**config.mk**
```make
export PLATFORM = sky130hd
export DESIGN_NAME = tomq_ctrl
export DESIGN_NICKNAME = d
export VERILOG_FILES = /design/src/rtl/core/tomq_pkg.sv /design/src/rtl/core/tomq_ctrl.sv
export SDC_FILE = /design/constraint.sdc
export NUM_CORES = 1
export LEC_CHECK = 0
export BUFFER_PORTS_ARGS = -buffer_cell sky130_fd_sc_hd__buf_4
export CORE_MARGIN = 5
export CORE_UTILIZATION = 53
export CTS_CLUSTER_SIZE = 30
export DETAILED_ROUTE_END_ITERATION = 16
export GPL_ROUTABILITY_DRIVEN = 0
export GPL_TIMING_DRIVEN = 0
export MAX_ROUTING_LAYER = met4
export PLACE_DENSITY = 0.88
export SYNTH_ARGS = -nofsm -noshare
export SYNTH_HDL_FRONTEND = slang
export SYNTH_SLANG_ARGS = --single-unit
```
**constraint.sdc**
```tcl
create_clock -name aclk -period 2.3 [get_ports aclk]
set_clock_uncertainty 0.1 [all_clocks]
set_input_delay 0.23 -clock aclk [delete_from_list [all_inputs] [get_ports aclk]]
set_output_delay 0.23 -clock aclk [all_outputs]
set_load 0.1 [all_outputs]
```
**src/rtl/core/tomq_pkg.sv**
```systemverilog
// Shared types and constants for the timestamp-ordered message queue.
// Holds the operation and status codes and the controller/datapath interface.
// No dependencies.
package tomq_pkg;

    localparam int QUEUE_DEPTH_DEF  = 32;
    localparam int LEDGER_DEPTH_DEF = 64;
    localparam int MAX_POP          = 32;
    localparam int ID_W             = 64;
    localparam int TIME_W           = 64;
    localparam int OP_W             = 3;
    localparam int STATUS_W         = 4;
    localparam int COUNT_W          = 6;
    localparam int POP_CNT_W        = $clog2(MAX_POP + 1);

    typedef enum logic [OP_W-1:0] {
        OP_ENQUEUE      = 3'd0,
        OP_RETRACT      = 3'd1,
        OP_RETRACT_PEND = 3'd2,
        OP_POP          = 3'd3,
        OP_DISCARD      = 3'd4,
        OP_QUERY        = 3'd5
    } op_t;

    typedef enum logic [STATUS_W-1:0] {
        ST_APPLIED     = 4'd0,
        ST_BAD_ID      = 4'd1,
        ST_BAD_RCP     = 4'd2,
        ST_BAD_TIME    = 4'd3,
        ST_RETRACTED   = 4'd4,
        ST_DELIVERED   = 4'd5,
        ST_NOT_FOUND   = 4'd6,
        ST_QUEUE_FULL  = 4'd7,
        ST_LEDGER_FULL = 4'd8
    } status_t;

    typedef enum logic [2:0] {
        SCAN_RET,
        SCAN_DEL,
        SCAN_RM_ID,
        SCAN_RM_RCP,
        SCAN_MIN,
        SCAN_BEST
    } scan_kind_t;

    typedef enum logic [1:0] {
        RES_PLAIN,
        RES_COUNT,
        RES_QUERY
    } res_sel_t;

    typedef enum logic [3:0] {
        S_IDLE,
        S_DECODE,
        S_ENQ_RET,
        S_ENQ_DEL,
        S_RT_DEL,
        S_RT_RET,
        S_RT_RM,
        S_POP_FIRST,
        S_POP_TAKE,
        S_POP_DEL,
        S_POP_NEXT,
        S_POP_EMIT,
        S_DISCARD,
        S_QUERY,
        S_RESULT
    } state_t;

    typedef struct packed {
        logic       in_ready;
        logic       scan_start;
        scan_kind_t scan_kind;
        logic       save_del;
        logic       enq_write;
        logic       ret_append;
        logic       pop_take;
        logic       del_append;
        logic       res_set;
        status_t    res_status;
        res_sel_t   res_sel;
        logic       set_last;
        logic       res_last;
        logic       out_load;
    } ctrl_cmd_t;

    typedef struct packed {
        logic [OP_W-1:0] op;
        logic            mid_zero;
        logic            rid_zero;
        logic            time_bad;
        logic            scan_done;
        logic            hit;
        logic            found;
        logic            del_flag;
        logic            seq_zero;
        logic            queue_full;
        logic            ret_full;
        logic            rm_nonzero;
        logic            pop_limit;
        logic            p_last;
        logic            out_free;
    } dp_status_t;

endpackage

```
**src/rtl/core/tomq_ctrl.sv**
```systemverilog
// Controller state machine for the timestamp-ordered message queue.
// Sequences table and ledger scans; depends on tomq_pkg.
module tomq_ctrl
    import tomq_pkg::*;
(
    input  logic       aclk,
    input  logic       aresetn,
    input  logic       s_valid,
    input  dp_status_t sts,
    output ctrl_cmd_t  cmd
);

    state_t state_reg, state_next;

    // state register
    always_ff @(posedge aclk) begin
        if (!aresetn) begin
            state_reg <= S_IDLE;
        end else begin
            state_reg <= state_next;
        end
    end

    // next state
    always_comb begin
        state_next = state_reg;
        unique case (state_reg)
            S_IDLE: begin
                if (s_valid) state_next = S_DECODE;
            end
            S_DECODE: begin
                case (sts.op) inside
                    OP_ENQUEUE:
                        state_next = (sts.mid_zero || sts.rid_zero || sts.time_bad)
                                     ? S_RESULT : S_ENQ_RET;
                    OP_RETRACT, OP_RETRACT_PEND:
                        state_next = sts.mid_zero ? S_RESULT : S_RT_DEL;
                    OP_POP:     state_next = sts.rid_zero ? S_RESULT : S_POP_FIRST;
                    OP_DISCARD: state_next = sts.rid_zero ? S_RESULT : S_DISCARD;
                    OP_QUERY:   state_next = sts.rid_zero ? S_RESULT : S_QUERY;
                    default:    state_next = S_IDLE;
                endcase
            end
            S_ENQ_RET: begin
                if (sts.scan_done) state_next = sts.hit ? S_RESULT : S_ENQ_DEL;
            end
            S_ENQ_DEL: begin
                if (sts.scan_done) state_next = S_RESULT;
            end
            S_RT_DEL: begin
                if (sts.scan_done)
                    state_next = (sts.op == OP_RETRACT && sts.hit) ? S_RESULT : S_RT_RET;
            end
            S_RT_RET: begin
                if (sts.scan_done) state_next = sts.hit ? S_RESULT : S_RT_RM;
            end
            S_RT_RM: begin
                if (sts.scan_done) state_next = S_RESULT;
            end
            S_POP_FIRST: begin
                if (sts.scan_done) state_next = sts.found ? S_POP_TAKE : S_RESULT;
            end
            S_POP_TAKE: state_next = S_POP_DEL;
            S_POP_DEL: begin
                if (sts.scan_done) state_next = sts.pop_limit ? S_POP_EMIT : S_POP_NEXT;
            end
            S_POP_NEXT: begin
                if (sts.scan_done) state_next = S_POP_EMIT;
            end
            S_POP_EMIT: begin
                if (sts.out_free) state_next = sts.p_last ? S_IDLE : S_POP_TAKE;
            end
            S_DISCARD, S_QUERY: begin
                if (sts.scan_done) state_next = S_RESULT;
            end
            S_RESULT: begin
                if (sts.out_free) state_next = S_IDLE;
            end
            default: state_next = S_IDLE;
        endcase
    end

    // command outputs
    always_comb begin
        cmd = '0;
        unique case (state_reg)
            S_IDLE: cmd.in_ready = 1'b1;
            S_DECODE: begin
                case (sts.op) inside
                    OP_ENQUEUE: begin
                        if (sts.mid_zero) begin
                            cmd.res_set = 1'b1; cmd.res_status = ST_BAD_ID;
                        end else if (sts.rid_zero) begin
                            cmd.res_set = 1'b1; cmd.res_status = ST_BAD_RCP;
                        end else if (sts.time_bad) begin
                            cmd.res_set = 1'b1; cmd.res_status = ST_BAD_TIME;
                        end else begin
                            cmd.scan_start = 1'b1; cmd.scan_kind = SCAN_RET;
                        end
                    end
                    OP_RETRACT, OP_RETRACT_PEND: begin
                        if (sts.mid_zero) begin
                            cmd.res_set = 1'b1; cmd.res_status = ST_BAD_ID;
                        end else begin
                            cmd.scan_start = 1'b1; cmd.scan_kind = SCAN_DEL;
                        end
                    end
                    OP_POP, OP_DISCARD, OP_QUERY: begin
                        if (sts.rid_zero) begin
                            cmd.res_set = 1'b1; cmd.res_status = ST_BAD_RCP;
                        end else begin
                            cmd.scan_start = 1'b1;
                            cmd.scan_kind  = (sts.op == OP_POP) ? SCAN_BEST :
                                             (sts.op == OP_DISCARD) ? SCAN_RM_RCP : SCAN_MIN;
                        end
                    end
                    default: ;
                endcase
            end
            S_ENQ_RET: begin
                if (sts.scan_done) begin
                    if (sts.hit) begin
                        cmd.res_set = 1'b1; cmd.res_status = ST_RETRACTED;
                    end else begin
                        cmd.scan_start = 1'b1; cmd.scan_kind = SCAN_DEL;
                    end
                end
            end
            S_ENQ_DEL: begin
                if (sts.scan_done) begin
                    cmd.res_set = 1'b1;
                    if (sts.hit)             cmd.res_status = ST_DELIVERED;
                    else if (sts.seq_zero)   cmd.res_status = ST_BAD_ID;
                    else if (sts.queue_full) cmd.res_status = ST_QUEUE_FULL;
                    else begin
                        cmd.res_status = ST_APPLIED;
                        cmd.enq_write  = 1'b1;
                    end
                end
            end
            S_RT_DEL: begin
                if (sts.scan_done) begin
                    cmd.save_del = 1'b1;
                    if (sts.op == OP_RETRACT && sts.hit) begin
                        cmd.res_set = 1'b1; cmd.res_status = ST_DELIVERED;
                    end else begin
                        cmd.scan_start = 1'b1; cmd.scan_kind = SCAN_RET;
                    end
                end
            end
            S_RT_RET: begin
                if (sts.scan_done) begin
                    if (sts.hit) begin
                        cmd.res_set = 1'b1; cmd.res_status = ST_RETRACTED;
                    end else begin
                        cmd.scan_start = 1'b1; cmd.scan_kind = SCAN_RM_ID;
                    end
                end
            end
            S_RT_RM: begin
                if (sts.scan_done) begin
                    cmd.res_set = 1'b1;
                    cmd.res_sel = RES_COUNT;
                    if (sts.rm_nonzero || (sts.op == OP_RETRACT_PEND && sts.del_flag)) begin
                        cmd.ret_append = 1'b1;
                        cmd.res_status = sts.ret_full ? ST_LEDGER_FULL : ST_APPLIED;
                    end else begin
                        cmd.res_status = ST_NOT_FOUND;
                    end
                end
            end
            S_POP_FIRST: begin
                if (sts.scan_done && !sts.found) begin
                    cmd.res_set = 1'b1; cmd.res_status = ST_NOT_FOUND;
                end
            end
            S_POP_TAKE: begin
                cmd.pop_take   = 1'b1;
                cmd.scan_start = 1'b1;
                cmd.scan_kind  = SCAN_DEL;
            end
            S_POP_DEL: begin
                if (sts.scan_done) begin
                    cmd.del_append = 1'b1;
                    if (sts.pop_limit) begin
                        cmd.set_last = 1'b1; cmd.res_last = 1'b1;
                    end else begin
                        cmd.scan_start = 1'b1; cmd.scan_kind = SCAN_BEST;
                    end
                end
            end
            S_POP_NEXT: begin
                if (sts.scan_done) begin
                    cmd.set_last = 1'b1;
                    cmd.res_last = !sts.found;
                end
            end
            S_POP_EMIT, S_RESULT: cmd.out_load = sts.out_free;
            S_DISCARD: begin
                if (sts.scan_done) begin
                    cmd.res_set = 1'b1; cmd.res_status = ST_APPLIED; cmd.res_sel = RES_COUNT;
                end
            end
            S_QUERY: begin
                if (sts.scan_done) begin
                    cmd.res_set    = 1'b1;
                    cmd.res_sel    = RES_QUERY;
                    cmd.res_status = sts.found ? ST_APPLIED : ST_NOT_FOUND;
                end
            end
            default: ;
        endcase
    end

endmodule

```
==> impl_summary.md <==
Drt
In this run the remaining antenna-violating nets after routing total 0. The count of unresolved DRC violations after routing is 0. The met2 wire length is 1925 um.

The via density per instance is 6.545. The detailed router finished its first iteration with 75 violations. The top layer used by detailed routing is met4. The sum of met3 wire segment lengths after detailed routing is 346 um. Across all layers, the routed design uses 1538 vias. The total wire length is 3820 um.

After detailed routing, the average wire length per cell comes to 16.26 um. For this block, wires on met1 add up to 1435 um. The number of optimization iterations in the first detailed-route pass is 5.

Power
For this design the static power due to leakage is 0.6450 nW. The clock network fraction of design power is 4.4%. The internal power of the cells totals 0.6827 mW. Of the total power, the share spent switching nets is 64.56%.

The power per cell area is 1251 mW/mm^2. The switching power total is 1.244 mW. The worst ir drop on vdd is 0.001007 V. The completed layout was analyzed and its total power is 1.926 mW. Of the total power, combinational logic draws 89.2%.

The power share of the sequential group is 6.4%.

Placed design
Buffers placed on the I/O ports in this run total 35. The post-place setup slack is 253.3 ps. Detailed placement ended at an HPWL of 2844 um. The post-placement cell area is 0.001463 sq mm. The count of placed standard cells including taps is 229.

Clock network
After clock tree synthesis, the clock-pin slew on the worst setup and hold paths is 40 ps. No sink is reached through more buffers than the 2 on the longest clock path. Hold repair after CTS inserted 0 buffers.

The number of buffers created by CTS is 3. The clock sink count is 4. For the worst-skew pair, the clock arrives at the later sink with an insertion delay of 230 ps.

TritonCTS built the clock tree. The cell sitting at the root of the clock tree is a sky130_fd_sc_hd__clkbuf_4. The H-tree depth reported by CTS is 1.

Floorplanning
From left edge to right edge, the die measures 54.35 um. The core area is 0.001922 sq mm. The initialized floorplan defines 16 standard-cell rows.

Once the floorplan was initialized, standard cells occupied 54.23% of the core. The number of top-level pins is 40. The die span in y is 54.35 um. The full die area is 0.002953 sq mm.

Cells and area
The repair_antennas step left the layout with diodes totalling 0. Leaving out filler cells and counting taps, the final layout contains 235. The final layout contains 230 nets.

The register with the most flip-flops in the layout has 4 of them. Relative to the synthesized area, the layout overhead comes to 47.78%. The cell area after layout is 0.001540 sq mm. The proportion of layout cells with a drive suffix above 1 is 37.02%. The core occupancy in the finished layout is 80.14%.

Synth
Among all flip-flop cells after synthesis, the most frequent one is sky130_fd_sc_hd__dfxtp_1. The post-synth design cell area is 0.001042 sq mm. Counting every instance in the synthesized netlist gives 167. The warning count from the yosys run is 0. The fraction of post-synthesis cell area in the top cell type by area is 7.683%. The portion of the post-synthesis area used by sequential elements is 7.683%. Yosys mapped the design onto 48 distinct sky130hd cell types. The synthesized design spends more area on one cell type than any other, namely sky130_fd_sc_hd__dfxtp_1.

The post-synthesis area per instance is 6.241 sq um. Counting flops with a built-in enable in the synthesized netlist gives 0. The synthesized design contains 4 register bits. The post-synth net total is 187.

After synthesis, the share of flip-flops with an asynchronous set or reset is 0%. By area the synthesized netlist is led by sky130_fd_sc_hd__dfxtp_1 7.7%, sky130_fd_sc_hd__nor2_1 7.6%, sky130_fd_sc_hd__o21ai_0 6.2%.

Worst setup path
The critical path class is reg2out. The critical path endpoint is cmd[6]. The start of the worst register-to-register path is state_reg[3]. Across all register-to-register paths, the minimum setup slack is 410 ps. At the worst endpoint, the arrival time is 1930 ps. The critical register-to-register path endpoint is state_reg[1]. The length in cells of the worst reg-to-reg path is 6.

The maximum fanout count along the critical path is 8. The start point of the critical path is state_reg[0]. The launching element type of the critical path is a register.

The element type at the critical path end is an output port. At the worst endpoint, the required time is 1970 ps.

STA
Dividing the final minimum period by the clock period gives 98.07%. The hold slack is 196.5 ps. Measured against its own limit, the worst slew margin works out to 65.90%. Setup repair after global routing could not meet its margin everywhere.

The routed design could run at a clock period as short as 2256 ps. Setup violations remaining at the end of the flow were counted as 0. The final count of pins violating max slew was 0. The final-layout setup total negative slack is 0 ps.

The maximum operating frequency is 0.4433 GHz. The transition time at the pin with the least slew margin is 508.4 ps. Setup slack closes at 44.39 ps.

The final hold violation count is 0.

Run
Across the run, the number of max-cap violations was 0.

Global route
The first global-routing pass estimated 5878 um of wire. The total routing usage reported by global routing is 26.69%. The initial antenna violation count is 0.

The via count of the first global-routing pass is 1387. Entering global routing, the biggest net connects 11 pins. For this run the aggregate overflow at the end of global routing stands at 0.

Min path
The number of cells traversed by the worst hold path is 2. The class of the tightest hold or removal check is in2reg.

Outcome
The flow ran to the end, and the final reports show no timing, DRC or antenna violations.
## cells by family after synthesis
logic type,after synthesis,share of synthesized area [%]
and+or+nand+nor,78,38.30
buffers and inverters,23,11.29
muxes,1,0.9604
DFF,4,7.683
AOI/OAI and AO/OA,57,38.42
xor gates and xnor gates,4,3.362
## layout make-up
| class | count | area, sq um |
|---|---|---|
| clock buffers | 3 | 22.52 |
| flip-flops and latches | 4 | 81.33 |
| fillers | 144 | 381.6 |
| plain buffers | 15 | 121.4 |
| repair buffers | 39 | 300.3 |
| well taps | 27 | 33.78 |
| multi-input cells | 140 | 954.7 |
| inverters | 7 | 26.28 |
## synthesized netlist by cell type (all sizes together) (2+ instances only)
library cell / number
a2111oi: 2
a21oi: 9
a22o: 3
a311o: 2
a32o: 2
and3: 4
buf: 14
clkbuf: 2
dfxtp: 4
inv: 7
nand2: 14
nand2b: 4
nand3: 9
nand4: 4
nor2: 21
nor2b: 4
nor3: 11
nor4: 2
o211ai: 4
o21a: 3
o21ai: 14
o21bai: 2
o22ai: 5
xnor2: 2
xor2: 2
## cell usage in the layout (no fill, tap or decap), types with 4 or more instances in the layout
cell / synthesis / final
sky130_fd_sc_hd__nand3_1: 9 / 9
sky130_fd_sc_hd__o211ai_1: 4 / 4
sky130_fd_sc_hd__buf_4: 1 / 37
sky130_fd_sc_hd__buf_2: 10 / 5
sky130_fd_sc_hd__nand4_1: 4 / 4
sky130_fd_sc_hd__buf_6: 2 / 6
sky130_fd_sc_hd__a21oi_1: 9 / 8
sky130_fd_sc_hd__o22ai_1: 5 / 5
sky130_fd_sc_hd__inv_1: 7 / 7
sky130_fd_sc_hd__clkbuf_4: 0 / 4
sky130_fd_sc_hd__nor3_2: 1 / 4
sky130_fd_sc_hd__nor3_1: 10 / 5
sky130_fd_sc_hd__nand2_1: 14 / 13
sky130_fd_sc_hd__nor2_1: 21 / 19
sky130_fd_sc_hd__o21ai_0: 13 / 13
## layer usage
metal  vias up  global-route usage (%)
met5         -                       -
met4         0                   11.20
met3        14                   1.907
met2       110                   47.81
met1       705                   30.27
li1        709                       -
## worst max-delay path, cell delays in order, from the launching register on
cell and delay, ps:
sky130_fd_sc_hd__dfxtp_1 300, sky130_fd_sc_hd__buf_6 140, sky130_fd_sc_hd__buf_8 120, sky130_fd_sc_hd__buf_8 130, sky130_fd_sc_hd__a311o_1 350, sky130_fd_sc_hd__a21oi_2 150, sky130_fd_sc_hd__o21bai_1 110, sky130_fd_sc_hd__nand3_1 90
sky130_fd_sc_hd__buf_4 290
## timing repair
item,4_1_cts,5_1_grt
buffers inserted,0,4
setup endpoints to repair,0,7
gates resized for setup,0,12
## how the worst min path moves through the flow
stage	end	start	slack, ps
floorplan	state_reg[1]	aresetn	290
global placement	state_reg[1]	aresetn	410
detailed placement	state_reg[1]	aresetn	420
CTS	state_reg[1]	aresetn	190
global route	state_reg[1]	aresetn	190
finish	state_reg[1]	aresetn	200
## power by group through the flow
stage,clock [mW],combinational [mW],sequential [mW]
after floorplan,0,1.30,0.117
after global placement,0,1.58,0.121
after detailed placement,0,1.60,0.123
after CTS,0.0841,1.60,0.122
after global routing,0.0906,1.80,0.125
final,0.0841,1.72,0.123
Power figures use the tool's default switching activity.
